===== config.mk =====
export PLATFORM = sky130hd
export DESIGN_NAME = distance_pi_speed_controller_unit_flat
export DESIGN_NICKNAME = d
export VERILOG_FILES = /design/src/hw/rtl/dpsc_pkg.sv /design/src/hw/rtl/dpsc_stream_if.sv /design/src/hw/rtl/dpsc_cfg.sv /design/src/hw/rtl/dpsc_mac.sv /design/src/hw/rtl/dpsc_div.sv /design/src/hw/rtl/distance_pi_speed_controller_unit.sv /design/src/flat_wrapper.sv
export SDC_FILE = /design/constraint.sdc
export NUM_CORES = 1
export LEC_CHECK = 0
export BUFFER_PORTS_ARGS = -buffer_cell sky130_fd_sc_hd__buf_2
export CAP_MARGIN = 20
export CORE_ASPECT_RATIO = 1.2
export CORE_MARGIN = 2
export CORE_UTILIZATION = 64
export CTS_BUF_LIST = sky130_fd_sc_hd__clkbuf_4
export CTS_CLUSTER_SIZE = 24
export DETAILED_ROUTE_END_ITERATION = 12
export GPL_ROUTABILITY_DRIVEN = 0
export HOLD_SLACK_MARGIN = 0.02
export PLACE_DENSITY = 0.83
export SLEW_MARGIN = 10
export SYNTH_ARGS = -nofsm -noshare
export SYNTH_HDL_FRONTEND = slang
export SYNTH_SLANG_ARGS = --single-unit

===== constraint.sdc =====
create_clock -name clk -period 13.18 [get_ports clk]
set_input_delay 1.977 -clock clk [delete_from_list [all_inputs] [get_ports clk]]
set_output_delay 1.977 -clock clk [all_outputs]
set_load 0.005 [all_outputs]

===== src/hw/rtl/dpsc_pkg.sv =====
// Package for the distance PI speed controller.
// Field widths, register reset values, control structs and shared constants.
// No dependencies.
`timescale 1ns / 1ps

package dpsc_pkg;

  // Field and state widths
  localparam int DIST_W    = 13;
  localparam int TOL_W     = 10;
  localparam int SPDCFG_W  = 9;
  localparam int GAIN_W    = 16;
  localparam int LIMIT_W   = 8;
  localparam int ELAPSED_W = 16;
  localparam int MS_W      = 11;
  localparam int ERR_W     = 15;   // signed distance error
  localparam int ABS_W     = 14;
  localparam int INTEG_W   = 24;   // error integral, error * ms
  localparam int LIM_W     = 22;   // integral_limit * 16000
  localparam int DT_W      = 10;
  localparam int E125_W    = 22;   // error * 125
  localparam int KP_SHIFT  = 11;   // 256000 = 125 << 11
  localparam int ACC_W     = 49;   // PI sum before scaling
  localparam int DIV_SHIFT = 20;   // 1048576000 = 1000 << 20
  localparam int NUM_W     = 28;   // |sum| >> 20
  localparam int QUO_W     = 19;
  localparam int REM_W     = 10;
  localparam int CNT_W     = 5;
  localparam int SPEED_W   = 10;
  localparam int PULSE_W   = 11;
  localparam int ADDR_W    = 5;
  localparam int DATA_W    = 32;

  localparam logic [MS_W-1:0]    MS_SAT      = 11'd2047;
  localparam logic [DT_W-1:0]    DT_MAX      = 10'd1000;
  localparam logic [DT_W-1:0]    DT_DEFAULT  = 10'd100;
  localparam logic [REM_W:0]     DIVISOR     = 11'd1000;
  localparam logic [PULSE_W:0]   PULSE_MID   = 12'd1500;

  // Register reset values
  localparam logic [DIST_W-1:0]   RST_TARGET  = 13'd240;
  localparam logic [TOL_W-1:0]    RST_TOL     = 10'd16;
  localparam logic [TOL_W-1:0]    RST_RECHECK = 10'd24;
  localparam logic [SPDCFG_W-1:0] RST_MIN     = 9'd100;
  localparam logic [SPDCFG_W-1:0] RST_MAX     = 9'd180;
  localparam logic [GAIN_W-1:0]   RST_KP      = 16'd1024;
  localparam logic [GAIN_W-1:0]   RST_KI      = 16'd6554;
  localparam logic [LIMIT_W-1:0]  RST_LIMIT   = 8'd50;

  // Register index, word address bits [4:2]
  typedef enum logic [2:0] {
    REG_TARGET  = 3'd0,
    REG_TOL     = 3'd1,
    REG_RECHECK = 3'd2,
    REG_MIN     = 3'd3,
    REG_MAX     = 3'd4,
    REG_KP      = 3'd5,
    REG_KI      = 3'd6,
    REG_LIMIT   = 3'd7
  } reg_idx_t;

  typedef struct packed {
    logic [DIST_W-1:0]   target;
    logic [TOL_W-1:0]    tolerance;
    logic [TOL_W-1:0]    recheck;
    logic [SPDCFG_W-1:0] speed_floor;
    logic [SPDCFG_W-1:0] speed_cap;
    logic [GAIN_W-1:0]   kp;
    logic [GAIN_W-1:0]   ki;
    logic [LIMIT_W-1:0]  limit;
  } cfg_t;

  // Command to the serial multiply-accumulate unit
  typedef struct packed {
    logic             start;
    logic [CNT_W-1:0] nbits;
  } mac_cmd_t;

endpackage


===== src/hw/rtl/dpsc_stream_if.sv =====
// Valid/ready channel interfaces for readings in and speed commands out.
// Depends on dpsc_pkg for field widths.
`timescale 1ns / 1ps

interface dpsc_reading_if;
  logic                         valid;
  logic                         ready;
  logic [dpsc_pkg::DIST_W-1:0]    distance;
  logic                         distance_valid;
  logic [dpsc_pkg::ELAPSED_W-1:0] elapsed_ms;

  modport source (output valid, distance, distance_valid, elapsed_ms, input ready);
  modport sink   (input valid, distance, distance_valid, elapsed_ms, output ready);
endinterface

interface dpsc_result_if;
  logic                               valid;
  logic                               ready;
  logic signed [dpsc_pkg::SPEED_W-1:0] speed;
  logic [dpsc_pkg::PULSE_W-1:0]        left_pulse_us;
  logic [dpsc_pkg::PULSE_W-1:0]        right_pulse_us;
  logic                               at_target;
  logic                               no_reading;

  modport source (output valid, speed, left_pulse_us, right_pulse_us, at_target, no_reading,
                  input ready);
  modport sink   (input valid, speed, left_pulse_us, right_pulse_us, at_target, no_reading,
                  output ready);
endinterface


===== src/hw/rtl/dpsc_cfg.sv =====
// APB configuration register file for the speed controller.
// Depends on dpsc_pkg (cfg_t, reg_idx_t, reset values).
`timescale 1ns / 1ps

module dpsc_cfg (
  input  logic                          clk,
  input  logic                          rst,
  input  logic                          psel,
  input  logic                          penable,
  input  logic                          pwrite,
  input  logic [dpsc_pkg::ADDR_W-1:0]   paddr,
  input  logic [dpsc_pkg::DATA_W-1:0]   pwdata,
  output logic [dpsc_pkg::DATA_W-1:0]   prdata,
  output logic                          pready,
  output dpsc_pkg::cfg_t                cfg
);

  dpsc_pkg::reg_idx_t idx;
  logic               wr;

  assign idx    = dpsc_pkg::reg_idx_t'(paddr[4:2]);
  assign wr     = psel && penable && pwrite;
  assign pready = 1'b1;

  // Register writes
  always_ff @(posedge clk) begin
    if (rst) begin
      cfg.target      <= dpsc_pkg::RST_TARGET;
      cfg.tolerance   <= dpsc_pkg::RST_TOL;
      cfg.recheck     <= dpsc_pkg::RST_RECHECK;
      cfg.speed_floor <= dpsc_pkg::RST_MIN;
      cfg.speed_cap   <= dpsc_pkg::RST_MAX;
      cfg.kp          <= dpsc_pkg::RST_KP;
      cfg.ki          <= dpsc_pkg::RST_KI;
      cfg.limit       <= dpsc_pkg::RST_LIMIT;
    end else if (wr) begin
      unique case (idx)
        dpsc_pkg::REG_TARGET:  cfg.target      <= pwdata[dpsc_pkg::DIST_W-1:0];
        dpsc_pkg::REG_TOL:     cfg.tolerance   <= pwdata[dpsc_pkg::TOL_W-1:0];
        dpsc_pkg::REG_RECHECK: cfg.recheck     <= pwdata[dpsc_pkg::TOL_W-1:0];
        dpsc_pkg::REG_MIN:     cfg.speed_floor <= pwdata[dpsc_pkg::SPDCFG_W-1:0];
        dpsc_pkg::REG_MAX:     cfg.speed_cap   <= pwdata[dpsc_pkg::SPDCFG_W-1:0];
        dpsc_pkg::REG_KP:      cfg.kp          <= pwdata[dpsc_pkg::GAIN_W-1:0];
        dpsc_pkg::REG_KI:      cfg.ki          <= pwdata[dpsc_pkg::GAIN_W-1:0];
        dpsc_pkg::REG_LIMIT:   cfg.limit       <= pwdata[dpsc_pkg::LIMIT_W-1:0];
      endcase
    end
  end

  // Read mux
  always_comb begin
    unique case (idx)
      dpsc_pkg::REG_TARGET:  prdata = 32'(cfg.target);
      dpsc_pkg::REG_TOL:     prdata = 32'(cfg.tolerance);
      dpsc_pkg::REG_RECHECK: prdata = 32'(cfg.recheck);
      dpsc_pkg::REG_MIN:     prdata = 32'(cfg.speed_floor);
      dpsc_pkg::REG_MAX:     prdata = 32'(cfg.speed_cap);
      dpsc_pkg::REG_KP:      prdata = 32'(cfg.kp);
      dpsc_pkg::REG_KI:      prdata = 32'(cfg.ki);
      dpsc_pkg::REG_LIMIT:   prdata = 32'(cfg.limit);
    endcase
  end

endmodule


===== src/hw/rtl/dpsc_mac.sv =====
// Bit-serial signed multiply-accumulate: one multiplier bit per cycle.
// acc = init + mcand * mplier[nbits-1:0]. Depends on dpsc_pkg.
`timescale 1ns / 1ps

module dpsc_mac (
  input  logic                                clk,
  input  logic                                rst,
  input  dpsc_pkg::mac_cmd_t                  cmd,
  input  logic signed [dpsc_pkg::ACC_W-1:0]   mcand,
  input  logic [dpsc_pkg::GAIN_W-1:0]         mplier,
  input  logic signed [dpsc_pkg::ACC_W-1:0]   init,
  output logic signed [dpsc_pkg::ACC_W-1:0]   acc,
  output logic                                done
);

  logic signed [dpsc_pkg::ACC_W-1:0] m;
  logic [dpsc_pkg::GAIN_W-1:0]       q;
  logic [dpsc_pkg::CNT_W-1:0]        cnt;
  logic                              busy;

  // Step counter and completion pulse
  always_ff @(posedge clk) begin
    if (rst) begin
      busy <= 1'b0;
      done <= 1'b0;
      cnt  <= '0;
    end else begin
      done <= 1'b0;
      if (cmd.start) begin
        busy <= 1'b1;
        cnt  <= cmd.nbits;
      end else if (busy) begin
        cnt <= cnt - 1'b1;
        if (cnt == dpsc_pkg::CNT_W'(1)) begin
          busy <= 1'b0;
          done <= 1'b1;
        end
      end
    end
  end

  // Shift-add datapath: multiplicand moves left, multiplier bits drain from the LSB
  always_ff @(posedge clk) begin
    if (cmd.start) begin
      m   <= mcand;
      q   <= mplier;
      acc <= init;
    end else if (busy) begin
      if (q[0]) acc <= acc + m;
      m <= m <<< 1;
      q <= q >> 1;
    end
  end

endmodule


===== src/hw/rtl/dpsc_div.sv =====
// Bit-serial restoring divider by the constant 1000, one quotient bit per cycle.
// Depends on dpsc_pkg (NUM_W, REM_W, DIVISOR).
`timescale 1ns / 1ps

module dpsc_div (
  input  logic                          clk,
  input  logic                          rst,
  input  logic                          start,
  input  logic [dpsc_pkg::NUM_W-1:0]    dividend,
  output logic [dpsc_pkg::NUM_W-1:0]    quot,
  output logic                          done
);

  logic [dpsc_pkg::REM_W-1:0] rem;
  logic [dpsc_pkg::REM_W:0]   trial;
  logic                       ge;
  logic [dpsc_pkg::REM_W:0]   diff;
  logic [dpsc_pkg::CNT_W-1:0] cnt;
  logic                       busy;

  // Next dividend bit joins the remainder; subtract when it fits
  assign trial = {rem, quot[dpsc_pkg::NUM_W-1]};
  assign ge    = trial >= dpsc_pkg::DIVISOR;
  assign diff  = trial - dpsc_pkg::DIVISOR;

  always_ff @(posedge clk) begin
    if (rst) begin
      busy <= 1'b0;
      done <= 1'b0;
      cnt  <= '0;
    end else begin
      done <= 1'b0;
      if (start) begin
        busy <= 1'b1;
        cnt  <= dpsc_pkg::CNT_W'(dpsc_pkg::NUM_W);
      end else if (busy) begin
        cnt <= cnt - 1'b1;
        if (cnt == dpsc_pkg::CNT_W'(1)) begin
          busy <= 1'b0;
          done <= 1'b1;
        end
      end
    end
  end

  // Dividend shifts out the top while quotient bits fill in from the bottom
  always_ff @(posedge clk) begin
    if (start) begin
      quot <= dividend;
      rem  <= '0;
    end else if (busy) begin
      quot <= {quot[dpsc_pkg::NUM_W-2:0], ge};
      rem  <= ge ? diff[dpsc_pkg::REM_W-1:0] : trial[dpsc_pkg::REM_W-1:0];
    end
  end

endmodule


===== src/hw/rtl/distance_pi_speed_controller_unit.sv =====
// Distance PI speed controller: one speed command per accepted reading. Readings that
// need no PI update (no valid distance yet, reached, or inside the tolerance) go from
// the transfer straight to the output stage; a PI update first runs the bit-serial
// multiply-accumulate unit (error * dt over 10 multiplier bits, then the proportional
// and integral terms over 16 bits each) and the serial divide by 1000 over the 28-bit
// sum magnitude. No new reading is taken until the result has been loaded into the
// output register. A finished result waits in the output register while the next
// reading is taken. Depends on dpsc_pkg, the stream interfaces, dpsc_cfg, dpsc_mac,
// dpsc_div.
`timescale 1ns / 1ps

module distance_pi_speed_controller_unit (
  input  logic                          clk,
  input  logic                          rst,
  dpsc_reading_if.sink                  reading,
  dpsc_result_if.source                 result,
  input  logic                          psel,
  input  logic                          penable,
  input  logic                          pwrite,
  input  logic [dpsc_pkg::ADDR_W-1:0]   paddr,
  input  logic [dpsc_pkg::DATA_W-1:0]   pwdata,
  output logic [dpsc_pkg::DATA_W-1:0]   prdata,
  output logic                          pready
);

  typedef enum logic [2:0] {
    S_IDLE, S_DT, S_CLAMP, S_KP, S_KI, S_ABS, S_DIV, S_DONE
  } state_t;

  state_t state;

  dpsc_pkg::cfg_t     cfg;
  dpsc_pkg::mac_cmd_t mac_cmd;

  // Controller state
  logic [dpsc_pkg::DIST_W-1:0]         lvd;
  logic signed [dpsc_pkg::INTEG_W-1:0] integral;
  logic [dpsc_pkg::MS_W-1:0]           ms;
  logic                                reached;

  // Per-item working registers
  logic signed [dpsc_pkg::ERR_W-1:0]   err;
  logic                                neg;
  logic signed [dpsc_pkg::SPEED_W-1:0] res_speed;
  logic                                res_at;
  logic                                res_nr;

  logic                                in_xfer;
  logic                                rd_ok;
  logic [dpsc_pkg::ELAPSED_W:0]        ms_sum;
  logic [dpsc_pkg::MS_W-1:0]           ms_next;
  logic [dpsc_pkg::DIST_W-1:0]         lvd_next;
  logic signed [dpsc_pkg::ERR_W-1:0]   rc_diff, rc_neg, err_new, err_neg;
  logic [dpsc_pkg::ABS_W-1:0]          rc_abs, err_abs;
  logic                                rc_out, tol_in, pi_go;
  logic [dpsc_pkg::DT_W-1:0]           dt_sel;

  logic signed [dpsc_pkg::E125_W-1:0]  err_x, e125;
  logic [dpsc_pkg::LIM_W-1:0]          lim;
  logic signed [dpsc_pkg::ACC_W-1:0]   lim_pos, lim_neg, acc_clamp, acc_mag;

  logic signed [dpsc_pkg::ACC_W-1:0]   mac_mcand, mac_init, mac_acc;
  logic [dpsc_pkg::GAIN_W-1:0]         mac_mplier;
  logic                                mac_done;
  logic                                div_start, div_done;
  logic [dpsc_pkg::NUM_W-1:0]          div_quot;

  logic [dpsc_pkg::QUO_W-1:0]          q, q_min, q_max, lifted;
  logic [dpsc_pkg::SPDCFG_W-1:0]       mag;
  logic signed [dpsc_pkg::SPEED_W-1:0] mag_s, speed_fin;
  logic signed [dpsc_pkg::PULSE_W:0]   spd_x, left_sum, right_sum;

  dpsc_cfg u_cfg (
    .clk, .rst, .psel, .penable, .pwrite, .paddr, .pwdata, .prdata, .pready, .cfg
  );

  dpsc_mac u_mac (
    .clk, .rst, .cmd(mac_cmd), .mcand(mac_mcand), .mplier(mac_mplier), .init(mac_init),
    .acc(mac_acc), .done(mac_done)
  );

  dpsc_div u_div (
    .clk, .rst, .start(div_start), .dividend(acc_mag[dpsc_pkg::ACC_W-2:dpsc_pkg::DIV_SHIFT]),
    .quot(div_quot), .done(div_done)
  );

  assign reading.ready = (state == S_IDLE);
  assign in_xfer       = reading.valid && reading.ready;

  // Item intake: time accumulation, last valid distance, error and deadband checks
  assign rd_ok    = reading.distance_valid && (reading.distance != '0);
  assign ms_sum   = {6'b0, ms} + {1'b0, reading.elapsed_ms};
  assign ms_next  = (ms_sum > {6'b0, dpsc_pkg::MS_SAT}) ? dpsc_pkg::MS_SAT
                                                        : ms_sum[dpsc_pkg::MS_W-1:0];
  assign lvd_next = rd_ok ? reading.distance : lvd;

  assign rc_diff = $signed({2'b0, reading.distance}) - $signed({2'b0, cfg.target});
  assign rc_neg  = -rc_diff;
  assign rc_abs  = rc_diff[dpsc_pkg::ERR_W-1] ? rc_neg[dpsc_pkg::ABS_W-1:0]
                                              : rc_diff[dpsc_pkg::ABS_W-1:0];
  assign rc_out  = rd_ok && (rc_abs > {4'b0, cfg.recheck});

  assign err_new = $signed({2'b0, lvd_next}) - $signed({2'b0, cfg.target});
  assign err_neg = -err_new;
  assign err_abs = err_new[dpsc_pkg::ERR_W-1] ? err_neg[dpsc_pkg::ABS_W-1:0]
                                              : err_new[dpsc_pkg::ABS_W-1:0];
  assign tol_in  = err_abs <= {4'b0, cfg.tolerance};

  assign pi_go  = in_xfer && !reached && (lvd_next != '0) && !tol_in;
  assign dt_sel = ((ms_next == '0) || (ms_next > {1'b0, dpsc_pkg::DT_MAX}))
                  ? dpsc_pkg::DT_DEFAULT : ms_next[dpsc_pkg::DT_W-1:0];

  // error * 125 (proportional scale 256000 = 125 << 11)
  assign err_x = {{(dpsc_pkg::E125_W-dpsc_pkg::ERR_W){err[dpsc_pkg::ERR_W-1]}}, err};
  assign e125  = (err_x <<< 7) - (err_x <<< 2) + err_x;

  // Anti-windup limit: limit * 16000 = limit * (2^14 - 2^8 - 2^7)
  assign lim = {cfg.limit, 14'b0} - {6'b0, cfg.limit, 8'b0} - {7'b0, cfg.limit, 7'b0};
  assign lim_pos = $signed({{(dpsc_pkg::ACC_W-dpsc_pkg::LIM_W){1'b0}}, lim});
  assign lim_neg = -lim_pos;
  assign acc_clamp = (mac_acc > lim_pos) ? lim_pos :
                     (mac_acc < lim_neg) ? lim_neg : mac_acc;

  // Magnitude of the PI sum, truncation toward zero after the divide
  assign acc_mag = mac_acc[dpsc_pkg::ACC_W-1] ? -mac_acc : mac_acc;

  // Minimum lift, then clamp (clamp wins)
  assign q      = div_quot[dpsc_pkg::QUO_W-1:0];
  assign q_min  = {10'b0, cfg.speed_floor};
  assign q_max  = {10'b0, cfg.speed_cap};
  assign lifted = ((q != '0) && (q < q_min)) ? q_min : q;
  assign mag    = (lifted > q_max) ? cfg.speed_cap : lifted[dpsc_pkg::SPDCFG_W-1:0];
  assign mag_s  = $signed({1'b0, mag});
  assign speed_fin = neg ? -mag_s : mag_s;

  // Servo pulses around 1500 us
  assign spd_x     = {{2{res_speed[dpsc_pkg::SPEED_W-1]}}, res_speed};
  assign left_sum  = $signed(dpsc_pkg::PULSE_MID) + spd_x;
  assign right_sum = $signed(dpsc_pkg::PULSE_MID) - spd_x;

  // Operand selection for the serial MAC and divider
  always_comb begin
    mac_cmd    = '0;
    mac_mcand  = '0;
    mac_mplier = '0;
    mac_init   = '0;
    div_start  = 1'b0;
    unique case (state)
      S_IDLE: begin
        if (pi_go) begin
          mac_cmd.start = 1'b1;
          mac_cmd.nbits = dpsc_pkg::CNT_W'(dpsc_pkg::DT_W);
          mac_mcand  = {{(dpsc_pkg::ACC_W-dpsc_pkg::ERR_W){err_new[dpsc_pkg::ERR_W-1]}},
                        err_new};
          mac_mplier = {6'b0, dt_sel};
          mac_init   = {{(dpsc_pkg::ACC_W-dpsc_pkg::INTEG_W){integral[dpsc_pkg::INTEG_W-1]}},
                        integral};
        end
      end
      S_CLAMP: begin
        mac_cmd.start = 1'b1;
        mac_cmd.nbits = dpsc_pkg::CNT_W'(dpsc_pkg::GAIN_W);
        mac_mcand  = {{(dpsc_pkg::ACC_W-dpsc_pkg::E125_W-dpsc_pkg::KP_SHIFT)
                        {e125[dpsc_pkg::E125_W-1]}}, e125, {dpsc_pkg::KP_SHIFT{1'b0}}};
        mac_mplier = cfg.kp;
      end
      S_KP: begin
        if (mac_done) begin
          mac_cmd.start = 1'b1;
          mac_cmd.nbits = dpsc_pkg::CNT_W'(dpsc_pkg::GAIN_W);
          mac_mcand  = {{(dpsc_pkg::ACC_W-dpsc_pkg::INTEG_W){integral[dpsc_pkg::INTEG_W-1]}},
                        integral};
          mac_mplier = cfg.ki;
          mac_init   = mac_acc;
        end
      end
      S_ABS:   div_start = 1'b1;
      default: ;
    endcase
  end

  // Sequencer, controller state and output register
  always_ff @(posedge clk) begin
    if (rst) begin
      state        <= S_IDLE;
      lvd          <= '0;
      integral     <= '0;
      ms           <= '0;
      reached      <= 1'b0;
      result.valid <= 1'b0;
    end else begin
      // output register empties on a transfer unless a new result is loaded below
      if (result.valid && result.ready && (state != S_DONE)) result.valid <= 1'b0;

      unique case (state)
        S_IDLE: begin
          if (in_xfer) begin
            lvd       <= lvd_next;
            res_speed <= '0;
            if (reached) begin
              if (rc_out) reached <= 1'b0;
              ms     <= ms_next;
              res_nr <= 1'b0;
              res_at <= !rc_out;
              state  <= S_DONE;
            end else if (lvd_next == '0) begin
              ms     <= ms_next;
              res_nr <= 1'b1;
              res_at <= 1'b0;
              state  <= S_DONE;
            end else if (tol_in) begin
              ms       <= ms_next;
              reached  <= 1'b1;
              integral <= '0;
              res_nr   <= 1'b0;
              res_at   <= 1'b1;
              state    <= S_DONE;
            end else begin
              ms     <= '0;
              res_nr <= 1'b0;
              res_at <= 1'b0;
              err    <= err_new;
              state  <= S_DT;
            end
          end
        end
        S_DT:    if (mac_done) state <= S_CLAMP;
        S_CLAMP: begin
          integral <= acc_clamp[dpsc_pkg::INTEG_W-1:0];
          state    <= S_KP;
        end
        S_KP:    if (mac_done) state <= S_KI;
        S_KI:    if (mac_done) state <= S_ABS;
        S_ABS: begin
          neg   <= mac_acc[dpsc_pkg::ACC_W-1];
          state <= S_DIV;
        end
        S_DIV: begin
          if (div_done) begin
            res_speed <= speed_fin;
            state     <= S_DONE;
          end
        end
        S_DONE: begin
          if (!result.valid || result.ready) begin
            result.valid          <= 1'b1;
            result.speed          <= res_speed;
            result.left_pulse_us  <= left_sum[dpsc_pkg::PULSE_W-1:0];
            result.right_pulse_us <= right_sum[dpsc_pkg::PULSE_W-1:0];
            result.at_target      <= res_at;
            result.no_reading     <= res_nr;
            state                 <= S_IDLE;
          end
        end
      endcase
    end
  end

endmodule


===== src/flat_wrapper.sv =====
// flat-port wrapper written by rule: the top's interface ports become plain ports
module distance_pi_speed_controller_unit_flat 
  (clk, rst, psel, penable, pwrite, paddr, pwdata, prdata, pready, reading_valid, reading_distance, reading_distance_valid, reading_elapsed_ms, reading_ready, result_valid, result_speed, result_left_pulse_us, result_right_pulse_us, result_at_target, result_no_reading, result_ready);
  dpsc_reading_if reading_i ();
  dpsc_result_if result_i ();
  input  logic clk;
  input  logic rst;
  input  logic psel;
  input  logic penable;
  input  logic pwrite;
  input  logic [dpsc_pkg::ADDR_W-1:0] paddr;
  input  logic [dpsc_pkg::DATA_W-1:0] pwdata;
  output logic [dpsc_pkg::DATA_W-1:0] prdata;
  output logic pready;
  input wire logic [$bits(reading_i.valid)-1:0] reading_valid;
  input wire logic [$bits(reading_i.distance)-1:0] reading_distance;
  input wire logic [$bits(reading_i.distance_valid)-1:0] reading_distance_valid;
  input wire logic [$bits(reading_i.elapsed_ms)-1:0] reading_elapsed_ms;
  output wire logic [$bits(reading_i.ready)-1:0] reading_ready;
  output wire logic [$bits(result_i.valid)-1:0] result_valid;
  output wire logic [$bits(result_i.speed)-1:0] result_speed;
  output wire logic [$bits(result_i.left_pulse_us)-1:0] result_left_pulse_us;
  output wire logic [$bits(result_i.right_pulse_us)-1:0] result_right_pulse_us;
  output wire logic [$bits(result_i.at_target)-1:0] result_at_target;
  output wire logic [$bits(result_i.no_reading)-1:0] result_no_reading;
  input wire logic [$bits(result_i.ready)-1:0] result_ready;
  assign reading_i.valid = reading_valid;
  assign reading_i.distance = reading_distance;
  assign reading_i.distance_valid = reading_distance_valid;
  assign reading_i.elapsed_ms = reading_elapsed_ms;
  assign reading_ready = reading_i.ready;
  assign result_valid = result_i.valid;
  assign result_speed = result_i.speed;
  assign result_left_pulse_us = result_i.left_pulse_us;
  assign result_right_pulse_us = result_i.right_pulse_us;
  assign result_at_target = result_i.at_target;
  assign result_no_reading = result_i.no_reading;
  assign result_i.ready = result_ready;
  distance_pi_speed_controller_unit u_core (.clk(clk), .rst(rst), .reading(reading_i), .result(result_i), .psel(psel), .penable(penable), .pwrite(pwrite), .paddr(paddr), .pwdata(pwdata), .prdata(prdata), .pready(pready));
endmodule

==> flow_metrics.env <==
export IMPL_synth_top_cell_area_share_pct=22.53
export IMPL_areaGrowthSynthToFinish_pct=7.727
export IMPL_reg2reg_to="u_core.integral[19]"
export IMPL_clk_path_buf_depth=3
export IMPL_maxSlewHeadroom_pct=19.73
export IMPL_drt_wl_total_um=74260
export IMPL_hpwl_um=54650
export IMPL_clock_skew_ns=0.04977
export IMPL_p_comb_share_pct=52.3
export IMPL_root_buffer="clkbuf_4"
export IMPL_cp_max_fo=54
export IMPL_p_leak_nw=11.90
export IMPL_antenna_left=0
export IMPL_grt_pass1_wl_um=117700
export IMPL_vias_per_cell=6.503
export IMPL_crit_path_end_kind="flip-flop"
export IMPL_io_pins=143
export IMPL_cpPeakStageDelay_ns=0.75
export IMPL_reg2reg_depth=21
export IMPL_wl_per_cell_um=19.94
export IMPL_synthCells=3019
export IMPL_first_pass_iters=9
export IMPL_antenna_found_initial=2
export IMPL_setup_violations=0
export IMPL_die_h_um=227.6
export IMPL_fin_tns_setup_ns=0
export IMPL_whs_ns=0.4248
export IMPL_postPlaceCellArea_um2=27420
export IMPL_drc=0
export IMPL_fmax_mhz=108.2
export IMPL_vias=24216
export IMPL_r2r_slack_ns=5.57
export IMPL_hold_viol_final=0
export IMPL_crit_start="reading_distance[1]"
export IMPL_synthTopCellsByArea="edfxtp_1 (23%), dfxtp_1 (13%), ha_1 (11%), nand2_1 (5.1%), a21oi_1 (3.7%)"
export IMPL_drive_above_1_share_pct=11.56
export IMPL_tightest_slew_ns=1.200
export IMPL_pre_cts_ws_ns=3.194
export IMPL_slowest_stage="o41a_1"
export IMPL_htree_levels=3
export IMPL_cts_num_sinks=368
export IMPL_seq_power_share_pct=32.2
export IMPL_finalCritPeriodShare_pct=70.09
export IMPL_die_area_um2=43300
export IMPL_gr_usage_all_layers_pct=34.09
export IMPL_synth_area_um2=26650
export IMPL_cts_hold_buf=0
export IMPL_path_buf_inv=3
export IMPL_critPathTopFamily="compound AO/OA/AOI/OAI gates"
export IMPL_switching_share_pct=44.47
export IMPL_cts_tree="done"
export IMPL_grt_pass1_vias=23536
export IMPL_initial_utilization_pct=65.10
export IMPL_nets=3431
export IMPL_core_region_area_um2=40940
export IMPL_hp_class="flip-flop to flip-flop"
export IMPL_status="completed"
export IMPL_internal_power_mw=3.668
export IMPL_clk_pin_slew_ns=0.07
export IMPL_rsz0062_at_grt="no"
export IMPL_grt_overflow_total=0
export IMPL_syn_avg_cell_area_um2=8.828
export IMPL_irDropWorstVdd_v=0.0001229
export IMPL_post_cts_resized=0
export IMPL_postCtsSetupBuffers=0
export IMPL_max_cap_viol_count=0
export IMPL_power_switching_mw=2.938
export IMPL_fillCellCount=3147
export IMPL_synth_area_leader_cell="edfxtp_1"
export IMPL_grt_max_degree=74
export IMPL_crit_cells=24
export IMPL_yosysWarnings=0
export IMPL_cp_required_ns=13.66
export IMPL_drt_initial_drc_count=2421
export IMPL_timing_final_ws_setup_ns=3.942
export IMPL_synth_seq_cells=368
export IMPL_post_synth_top_count_cell="nand2_1"
export IMPL_cts_made_buffers=96
export IMPL_portBuffers=107
export IMPL_fin_cells=3724
export IMPL_p_per_area_nw_per_um2=230.1
export IMPL_synth_edf_count=200
export IMPL_worstSetupPathType="input pin to flip-flop"
export IMPL_row_count=81
export IMPL_period_needed_ns=9.238
export IMPL_numPlacedInstances=3542
export IMPL_crit_path_cell_trace="buf_2 > nor4_1 > a41oi_2 > mux2_2 > ha_1 > a211oi_1 > o21ai_1 > a21oi_1 > o31a_1 > o21ai_0 > a21oi_2 > mux2_2 > ha_1 > nor2b_1 > o21a_1 > o21a_1 > o211ai_1 > a21oi_1 > o22a_2 > o41a_1 > a21oi_4 > buf_4 > nand2b_2 > buf_4"
export IMPL_die_w_um=190.3
export IMPL_fin_area_um2=28710
export IMPL_yosysSeqAreaShare_pct=35.15
export IMPL_cp_arrival_ns=9.71
export IMPL_clk_latency_ns=0.87
export IMPL_synthArstFlopShare_pct=0
export IMPL_cp_endpoint="u_core.u_mac.m[41]"
export IMPL_ys_flop_type="edfxtp_1"
export IMPL_clkPwrFrac_pct=15.5
export IMPL_synth_commonest_cells="nand2_1 (360), ha_1 (241), nor2_1 (224)"
export IMPL_synth_cell_type_count=94
export IMPL_drv_slew=0
export IMPL_startpoint_type="input pin"
export IMPL_rr_startpoint="u_core.u_cfg.cfg[0]"
[layer usage]
metal	vias to the layer above	wire [um]	GRT usage (%)
li1	11255	-	-
met1	11280	27740	39.65
met2	1313	34850	57.37
met3	368	6181	5.765
met4	0	5490	23.91
met5	-	0	0
[cell families (layout without fill, tap and decap cells)]
group	Yosys count	in the layout	share of synthesized area, %
other	2	19	0.02818
XOR/XNOR	181	181	5.948
flip-flops	368	368	35.15
multiplexers	71	71	2.967
AO/OA/AOI/OAI	866	866	21.90
buffers and inverters	329	478	5.093
adder cells (fa/ha/maj)	254	254	12.29
AND/OR/NAND/NOR	948	948	16.62
[state kept, by name (all words and copies together), names as in the netlist, 3 cells and up]
| signal | flops |
|---|---|
| u_core.u_div.cnt | 5 |
| u_core.integral | 24 |
| u_core.ms | 11 |
| u_core.err | 14 |
| u_core.result.left_pulse_us | 10 |
| u_core.u_mac.cnt | 5 |
| u_core.u_mac.acc | 49 |
| u_core.u_div.rem | 10 |
| u_core.result.right_pulse_us | 11 |
| u_core.state | 3 |
| u_core.res_speed | 10 |
| u_core.lvd | 13 |
| u_core.u_cfg.cfg | 91 |
| u_core.u_div.quot | 28 |
| u_core.u_mac.m | 49 |
| u_core.u_mac.q | 16 |
| u_core.result.speed | 8 |
[area by class of cell]
class	instances	area, um^2	share of cell area, %
Clock buffer	140	1051	3.660
Multi-Input combinational cell	2337	16040	55.87
Tap cell	539	674.4	2.349
Timing Repair Buffer	133	735.7	2.562
Antenna cell	2	5.005	0.01743
Sequential cell	368	9369	32.63
Clock inverter	38	210.2	0.7321
Inverter	167	626.9	2.183
[power by group through the flow]
stage | logic (mW) | registers [mW] | clock network (mW)
after CTS | 3.39 | 2.11 | 1.04
after global routing | 3.82 | 2.15 | 1.09
after floorplan | 2.65 | 1.98 | 0
final | 3.46 | 2.13 | 1.02
after global placement | 3.20 | 2.12 | 0
after detailed placement | 3.36 | 2.14 | 0
[through the flow]
step	power [mW]	utilization, %
final	6.606	70.13
after global routing	7.064	70.12
after CTS	6.543	70.06
after detailed placement	5.498	66.98
after global placement	5.315	66.94
after floorplan	4.634	-
[worst min-delay path by stage]
| stage | startpoint | to | slack, ns | cells after the start |
|---|---|---|---|---|
| 3_5_place_dp | u_core.res_nr | u_core.result.no_reading | 0.41 | 0 |
| 3_3_place_gp | u_core.res_nr | u_core.result.no_reading | 0.40 | 0 |
| 6_report | u_core.res_nr | u_core.result.no_reading | 0.42 | 0 |
| 4_1_cts | u_core.res_nr | u_core.result.no_reading | 0.42 | 0 |
| 2_1_floorplan | u_core.res_at | u_core.result.at_target | 0.40 | 0 |
| 5_1_grt | u_core.res_at | u_core.result.at_target | 0.43 | 0 |
[layout by cell type (no fill, tap or decap), types with 24 or more instances in the layout]
| cell type | count |
|---|---|
| dfxtp_1 | 168 |
| buf_2 | 108 |
| xor2_1 | 89 |
| nor2_1 | 223 |
| a211oi_1 | 37 |
| buf_4 | 24 |
| nand3_1 | 54 |
| nand2_1 | 360 |
| mux2i_1 | 43 |
| a21oi_1 | 195 |
| ha_1 | 241 |
| clkbuf_4 | 140 |
| o21a_1 | 40 |
| o31ai_1 | 37 |
| inv_1 | 167 |
| xnor2_1 | 92 |
| nand4_1 | 34 |
| nor2b_1 | 26 |
| nor3_1 | 68 |
| nand2b_1 | 28 |
| o21ai_0 | 183 |
| a22oi_1 | 44 |
| a211o_1 | 28 |
| a21o_1 | 81 |
| clkinv_1 | 28 |
| edfxtp_1 | 200 |
| mux2_2 | 24 |
[worst reg2reg max path, stage by stage (launching register included)]
cell and delay [ns]:
dfxtp_1 0.62, inv_1 0.20, ha_1 0.34, ha_1 0.26
or3_1 0.40, o221a_2 0.27, nor2_1 0.11, xnor2_1 0.21
or4_1 0.65, or4_1 0.79, nor3_1 0.70, ha_1 0.38
a21o_1 0.18, a21o_1 0.17, a21oi_1 0.15, o22ai_1 0.10
a211oi_1 0.27, o211ai_1 0.18, nand2b_1 0.71, nand2_1 0.31
o311ai_0 0.38, a211o_1 0.14
No activity file was read; power rests on OpenSTA's default activity.
